File: config.mk
export PLATFORM = sky130hd
export DESIGN_NAME = rti_ctrl
export DESIGN_NICKNAME = d
export VERILOG_FILES = /design/src/rtl/rti_pkg.sv /design/src/rtl/rti_ctrl.sv
export SDC_FILE = /design/constraint.sdc
export NUM_CORES = 1
export LEC_CHECK = 0
export ABC_CLOCK_PERIOD_IN_PS = 3000
export BUFFER_PORTS_ARGS = -buffer_cell sky130_fd_sc_hd__clkbuf_2
export CORE_MARGIN = 1
export CORE_UTILIZATION = 40
export DETAILED_ROUTE_END_ITERATION = 10
export PLACE_DENSITY = 0.66
export SYNTH_ARGS = -nofsm -noshare
export SYNTH_HDL_FRONTEND = slang
export SYNTH_SLANG_ARGS = --single-unit
export TNS_END_PERCENT = 5
File: constraint.sdc
create_clock -name clk_i -period 3 [get_ports clk_i]
set_input_delay 0.3 -clock clk_i [delete_from_list [all_inputs] [get_ports clk_i]]
set_output_delay 0.3 -clock clk_i [all_outputs]
set_load 0.02 [all_outputs]
File: src/rtl/rti_pkg.sv
// ----------------------------------------------------------------------------
// rti_pkg
// Shared types, constants and helpers for the ray / triangle intersect block.
// ----------------------------------------------------------------------------
`default_nettype none

package rti_pkg;

  localparam int unsigned COORD_W   = 32;
  localparam int unsigned ACC_W     = 68;
  localparam int unsigned NORM_BITS = 14;
  localparam int unsigned NORM_W    = 16;
  localparam int unsigned EPS_W     = 31;
  localparam int unsigned TERM_W    = 3;

  // controller states
  typedef enum logic [3:0] {
    ST_IDLE, ST_EDGE, ST_MUL, ST_ACC, ST_WB, ST_DIV_GO, ST_DIV_RUN,
    ST_DIV_WB, ST_CHECK, ST_SQRT_GO, ST_SQRT_RUN, ST_OUT
  } state_e;

  // datapath phase commanded in a cycle
  typedef enum logic [3:0] {
    PH_NONE, PH_EDGE, PH_MUL, PH_ACC, PH_WB, PH_DIV_GO, PH_DIV_WB,
    PH_SQRT_GO, PH_OUT
  } phase_e;

  // computation being sequenced
  typedef enum logic [3:0] {
    OP_P, OP_DET, OP_U, OP_Q, OP_V, OP_T, OP_PT, OP_N, OP_SS, OP_NRM
  } op_e;

  typedef struct packed {
    logic               take;
    phase_e             phase;
    op_e                op;
    logic [TERM_W-1:0]  term;
    logic               clr;
    logic               out_hit;
  } cmd_t;

  typedef struct packed {
    logic det_rej;
    logic u_rej;
    logic v_rej;
    logic t_rej;
    logic len_zero;
    logic div_done;
    logic sqrt_done;
    logic out_free;
  } stat_t;

  function automatic logic is_cross(op_e op);
    return (op == OP_P) || (op == OP_Q) || (op == OP_N);
  endfunction

  function automatic logic is_dot(op_e op);
    return (op == OP_DET) || (op == OP_U) || (op == OP_V) || (op == OP_T) ||
           (op == OP_SS);
  endfunction

  // next index modulo three
  function automatic logic [1:0] inc3(logic [1:0] k);
    return (k == 2'd2) ? 2'd0 : k + 2'd1;
  endfunction

  // saturate a wide signed value to 32 bits
  function automatic logic signed [COORD_W-1:0] sat32(logic signed [ACC_W-1:0] v);
    logic signed [ACC_W-1:0] hi;
    logic signed [ACC_W-1:0] lo;
    hi = $signed({{(ACC_W-COORD_W+1){1'b0}}, {(COORD_W-1){1'b1}}});
    lo = $signed({{(ACC_W-COORD_W+1){1'b1}}, {(COORD_W-1){1'b0}}});
    if (v > hi) return hi[COORD_W-1:0];
    if (v < lo) return lo[COORD_W-1:0];
    return v[COORD_W-1:0];
  endfunction

endpackage

`default_nettype wire

File: src/rtl/rti_ctrl.sv
// ----------------------------------------------------------------------------
// rti_ctrl
// Sequencer: walks the products, divisions and root of one triangle test.
// ----------------------------------------------------------------------------
`default_nettype none

module rti_ctrl (
  input  wire logic           clk_i,
  input  wire logic           rst_ni,
  input  wire logic           in_valid_i,
  input  wire logic           mode_i,
  output logic                in_stall_o,
  input  wire rti_pkg::stat_t stat_i,
  output rti_pkg::cmd_t       cmd_o
);

  rti_pkg::state_e           state_q, state_d;
  rti_pkg::op_e              op_q, op_d;
  logic [rti_pkg::TERM_W-1:0] term_q, term_d;
  logic                      hit_q, hit_d;

  // state registers
  always_ff @(posedge clk_i or negedge rst_ni) begin
    if (!rst_ni) begin
      state_q <= rti_pkg::ST_IDLE;
      op_q    <= rti_pkg::OP_P;
      term_q  <= '0;
      hit_q   <= 1'b0;
    end else begin
      state_q <= state_d;
      op_q    <= op_d;
      term_q  <= term_d;
      hit_q   <= hit_d;
    end
  end

  assign in_stall_o = (state_q != rti_pkg::ST_IDLE);

  // next state and commands
  always_comb begin
    state_d = state_q;
    op_d    = op_q;
    term_d  = term_q;
    hit_d   = hit_q;
    cmd_o   = '0;
    cmd_o.phase   = rti_pkg::PH_NONE;
    cmd_o.op      = op_q;
    cmd_o.term    = term_q;
    cmd_o.out_hit = hit_q;
    if (rti_pkg::is_cross(op_q)) cmd_o.clr = ~term_q[0];
    else if (rti_pkg::is_dot(op_q)) cmd_o.clr = (term_q == '0);
    else cmd_o.clr = 1'b1;
    case (state_q)
      rti_pkg::ST_IDLE: begin
        if (in_valid_i) begin
          cmd_o.take = 1'b1;
          if (mode_i) state_d = rti_pkg::ST_EDGE;
        end
      end
      rti_pkg::ST_EDGE: begin
        cmd_o.phase = rti_pkg::PH_EDGE;
        op_d    = rti_pkg::OP_P;
        term_d  = '0;
        state_d = rti_pkg::ST_MUL;
      end
      rti_pkg::ST_MUL: begin
        cmd_o.phase = rti_pkg::PH_MUL;
        state_d = rti_pkg::ST_ACC;
      end
      rti_pkg::ST_ACC: begin
        cmd_o.phase = rti_pkg::PH_ACC;
        if (rti_pkg::is_cross(op_q)) begin
          if (term_q[0]) state_d = rti_pkg::ST_WB;
          else begin
            term_d  = term_q + 1'b1;
            state_d = rti_pkg::ST_MUL;
          end
        end else if (rti_pkg::is_dot(op_q)) begin
          if (term_q == 3'd2) state_d = rti_pkg::ST_WB;
          else begin
            term_d  = term_q + 1'b1;
            state_d = rti_pkg::ST_MUL;
          end
        end else begin
          state_d = rti_pkg::ST_WB;
        end
      end
      rti_pkg::ST_WB: begin
        cmd_o.phase = rti_pkg::PH_WB;
        state_d = rti_pkg::ST_MUL;
        case (op_q)
          rti_pkg::OP_P, rti_pkg::OP_Q, rti_pkg::OP_N: begin
            if (term_q == 3'd5) begin
              term_d = '0;
              if (op_q == rti_pkg::OP_P) op_d = rti_pkg::OP_DET;
              else if (op_q == rti_pkg::OP_Q) op_d = rti_pkg::OP_V;
              else op_d = rti_pkg::OP_SS;
            end else begin
              term_d = term_q + 1'b1;
            end
          end
          rti_pkg::OP_PT: begin
            if (term_q == 3'd2) begin
              term_d = '0;
              op_d   = rti_pkg::OP_N;
            end else begin
              term_d = term_q + 1'b1;
            end
          end
          rti_pkg::OP_DET: state_d = rti_pkg::ST_CHECK;
          rti_pkg::OP_SS:  state_d = rti_pkg::ST_SQRT_GO;
          default:         state_d = rti_pkg::ST_DIV_GO;
        endcase
      end
      rti_pkg::ST_DIV_GO: begin
        cmd_o.phase = rti_pkg::PH_DIV_GO;
        state_d = rti_pkg::ST_DIV_RUN;
      end
      rti_pkg::ST_DIV_RUN: begin
        if (stat_i.div_done) state_d = rti_pkg::ST_DIV_WB;
      end
      rti_pkg::ST_DIV_WB: begin
        cmd_o.phase = rti_pkg::PH_DIV_WB;
        if (op_q == rti_pkg::OP_NRM) begin
          if (term_q == 3'd2) state_d = rti_pkg::ST_OUT;
          else begin
            term_d  = term_q + 1'b1;
            state_d = rti_pkg::ST_DIV_GO;
          end
        end else begin
          state_d = rti_pkg::ST_CHECK;
        end
      end
      rti_pkg::ST_CHECK: begin
        term_d  = '0;
        state_d = rti_pkg::ST_MUL;
        case (op_q)
          rti_pkg::OP_DET: begin
            op_d = rti_pkg::OP_U;
            if (stat_i.det_rej) begin
              hit_d   = 1'b0;
              state_d = rti_pkg::ST_OUT;
            end
          end
          rti_pkg::OP_U: begin
            op_d = rti_pkg::OP_Q;
            if (stat_i.u_rej) begin
              hit_d   = 1'b0;
              state_d = rti_pkg::ST_OUT;
            end
          end
          rti_pkg::OP_V: begin
            op_d = rti_pkg::OP_T;
            if (stat_i.v_rej) begin
              hit_d   = 1'b0;
              state_d = rti_pkg::ST_OUT;
            end
          end
          default: begin
            op_d  = rti_pkg::OP_PT;
            hit_d = ~stat_i.t_rej;
            if (stat_i.t_rej) state_d = rti_pkg::ST_OUT;
          end
        endcase
      end
      rti_pkg::ST_SQRT_GO: begin
        cmd_o.phase = rti_pkg::PH_SQRT_GO;
        state_d = rti_pkg::ST_SQRT_RUN;
      end
      rti_pkg::ST_SQRT_RUN: begin
        if (stat_i.sqrt_done) begin
          term_d = '0;
          op_d   = rti_pkg::OP_NRM;
          state_d = stat_i.len_zero ? rti_pkg::ST_OUT : rti_pkg::ST_DIV_GO;
        end
      end
      rti_pkg::ST_OUT: begin
        if (stat_i.out_free) begin
          cmd_o.phase = rti_pkg::PH_OUT;
          state_d = rti_pkg::ST_IDLE;
        end
      end
      default: state_d = rti_pkg::ST_IDLE;
    endcase
  end

endmodule

`default_nettype wire

==> flow_metrics.tcl <==
set metrics [dict create \
    outcome "completed" \
    grt_setup_unrepaired "no" \
    finalPower_mw 2.24 \
    syn_area_um2 1550 \
    met1Wirelength_um 1880 \
    placed_area_um2 1670 \
    die_w_um 64.3 \
    ys.flop_type "dfrtp_1" \
    max_freq_mhz 422 \
    start_util_pct 42.0 \
    highest_layer "met4" \
    tritoncts "built" \
    nFillCells 393 \
    nets 241 \
    worst_ir_drop_vdd_mv 0.520 \
    pre_cts_slack_ns 0.626 \
    antenna_found_initial 0 \
    clock_sinks 12 \
    power_density_nw_per_um2 1300 \
    drive_above_1_share_pct 19.5 \
    dr_wl_met2_um 1850 \
    seq_area_frac_synth_pct 19.4 \
    drt-initial-drc-count 97 \
    ant_nets 0 \
    synth-xor-area-share_pct 2.82 \
    fin_crit_ns 2.37 \
    muxShareOfSynthArea_pct 2.02 \
    final-max-slew-violation-count 0 \
    synthArstFlopShare_pct 100 \
    port_buffers 26 \
    holdPathStages 3 \
    mostFrequentLayoutCell "clkbuf_2" \
    die_area_um2 4130 \
    crit_fanout 7 \
    crit_arrival_ns 2.50 \
    fin_ws_ns 0.630 \
    synth-compound-area-share_pct 32.9 \
    coreArea_um2 3690 \
    wire_per_inst_um 15.4 \
    yosysUniqueCellTypes 60 \
    worstMarginPinSlew_ns 0.685 \
    clk-insertion-delay-late_ns 0.25 \
    ys_warn_count 0 \
    syn_nets 224 \
    grt_pass1_vias 1445 \
    fin_area_um2 1720 \
    grtUsageTotal_pct 21.9 \
    period_share_pct 79.0 \
    hp-start "stat_i[2]" \
    hold_violations 0 \
    relSlewSlack_pct 54.4 \
    drt_first_pass_iters 7 \
    finClkSkew_ns 0.00522 \
    drc 0 \
    cellLeakagePower_nw 0.733 \
    grt_start_max_net_pins 23 \
    drt_wl_total_um 4140 \
    setup_viol 0 \
    synth_simple_gate_area_share_pct 29.1 \
    postCtsResizedCells 0 \
    rr_worst_depth 7 \
    path_clk_slew_ns 0.06 \
    synth_top_family_by_area "compound AO/OA/AOI/OAI gates" \
    synth.avg_cell_area_um2 7.53 \
    required_ns 3.13 \
    htreeDepth 1 \
    synth_seq_cells 12 \
    r2r_start "term_q[0]" \
    numCtsBuffers 3 \
    cts_root_buf "clkbuf_8" \
    met3_length_um 356 \
    placedCellCount 265 \
    hold_path_class "in2reg" \
    area_growth_pct 10.8 \
    die-height_um 64.3 \
    drv_cap 0 \
    place_congestion 0.919 \
    crit_start "term_q[0]" \
    worst-setup-path-type "reg2reg" \
    max-clock-path-buffers 2 \
    critPathLaunchType "register" \
    dpl.hpwl_um 2990 \
    ios 27 \
    via_per_inst 6.12 \
    layout_common_cells "clkbuf_2 (26), a21oi_1 (19), nand2_1 (18)" \
    grt_pass1_wl_um 7090 \
    stdcell_count 269 \
    num_antenna_cells 0 \
    fin_setup_tns_ns 0 \
    synth_edf_count 0 \
    netlist_instances 206 \
    synth-adder-area-share_pct 4.84 \
    gr-total-overflow 0 \
    num_vias 1647 \
    endpoint_kind "register" \
    rows 22 \
]
[cell usage after synthesis (all sizes together), types with 4 or more instances]
cell    instances  share of area [%]
ha              6                4.8
buf            15                5.4
o21ai          13                4.2
nor3b           4                1.9
nand2          18                4.4
o22ai           4                1.6
or3             5                2.7
nor2b           6                2.4
nor3            6                1.9
a211oi          5                2.4
dfrtp          12                 19
nor2           16                3.9
inv            11                2.7
a21oi          20                7.2
[layout make-up]
type	instances	area (um2)	area share, %
clock buffers	3	41.3	2.40
flip-flops and latches	12	300	17.5
repair buffers	30	163	9.47
well taps	48	60.1	3.50
multi-input cells	165	1110	64.7
inverters	11	41.3	2.40
[state kept, by name, summed over array words and instances (netlist names)]
| signal | flops |
|---|---|
| op_q | 4 |
| state_q | 4 |
| term_q | 3 |
| hit_q | 1 |
[path summary, 6_finish.rpt]
check,endpoint,slack (ns)
worst max-delay path,op_q[0],0.63
worst min-delay path,state_q[2],0.39
worst max register to register,op_q[0],0.63
worst min register to register,hit_q,0.52
max in group asynchronous,op_q[2],2.23
min in group asynchronous,state_q[2],0.49
[stage by stage]
step	util, %	hold slack [ns]
finish	46.6	0.389
global route	46.6	0.404
CTS	46.6	0.388
detailed placement	45.2	0.228
global placement	45.2	0.228
floorplan	-	0.00441
[metal layers]
layer / track usage (%) / vias to the layer above
met3: 4.64 / 4
li1: - / 794
met2: 31.4 / 80
met5: 0 / -
met4: 8.33 / 0
met1: 31.6 / 769
[report_power, final]
part / total, mW / internal (mW) / switching, mW
clock: 0.156 / 0.0888 / 0.0670
combinational: 1.54 / 0.666 / 0.875
sequential: 0.540 / 0.243 / 0.297
[cell families (layout without fill, tap and decap cells)]
kind of cell	count (synthesis)	in the layout
AOI/OAI and AO/OA	73	73
muxes	3	3
adders and majority gates	6	6
xor gates and xnor gates	5	5
DFF	12	12
and+or+nand+nor	78	78
buffers and inverters	29	44
[worst max-delay path: stages (launching register included)]
cell and delay, ns:
dfrtp_1 0.42, inv_1 0.20, ha_1 0.19, nor2b_1 0.29, inv_1 0.16, a221oi_1 0.29
a32o_1 0.34, mux2_2 0.36
[timing repair]
action                                 CTS  global route
hold buffers                             1             0
endpoints found under the hold margin   12             0
buffers inserted                         0             0
Note: power is estimated with default switching activity, not from simulation.
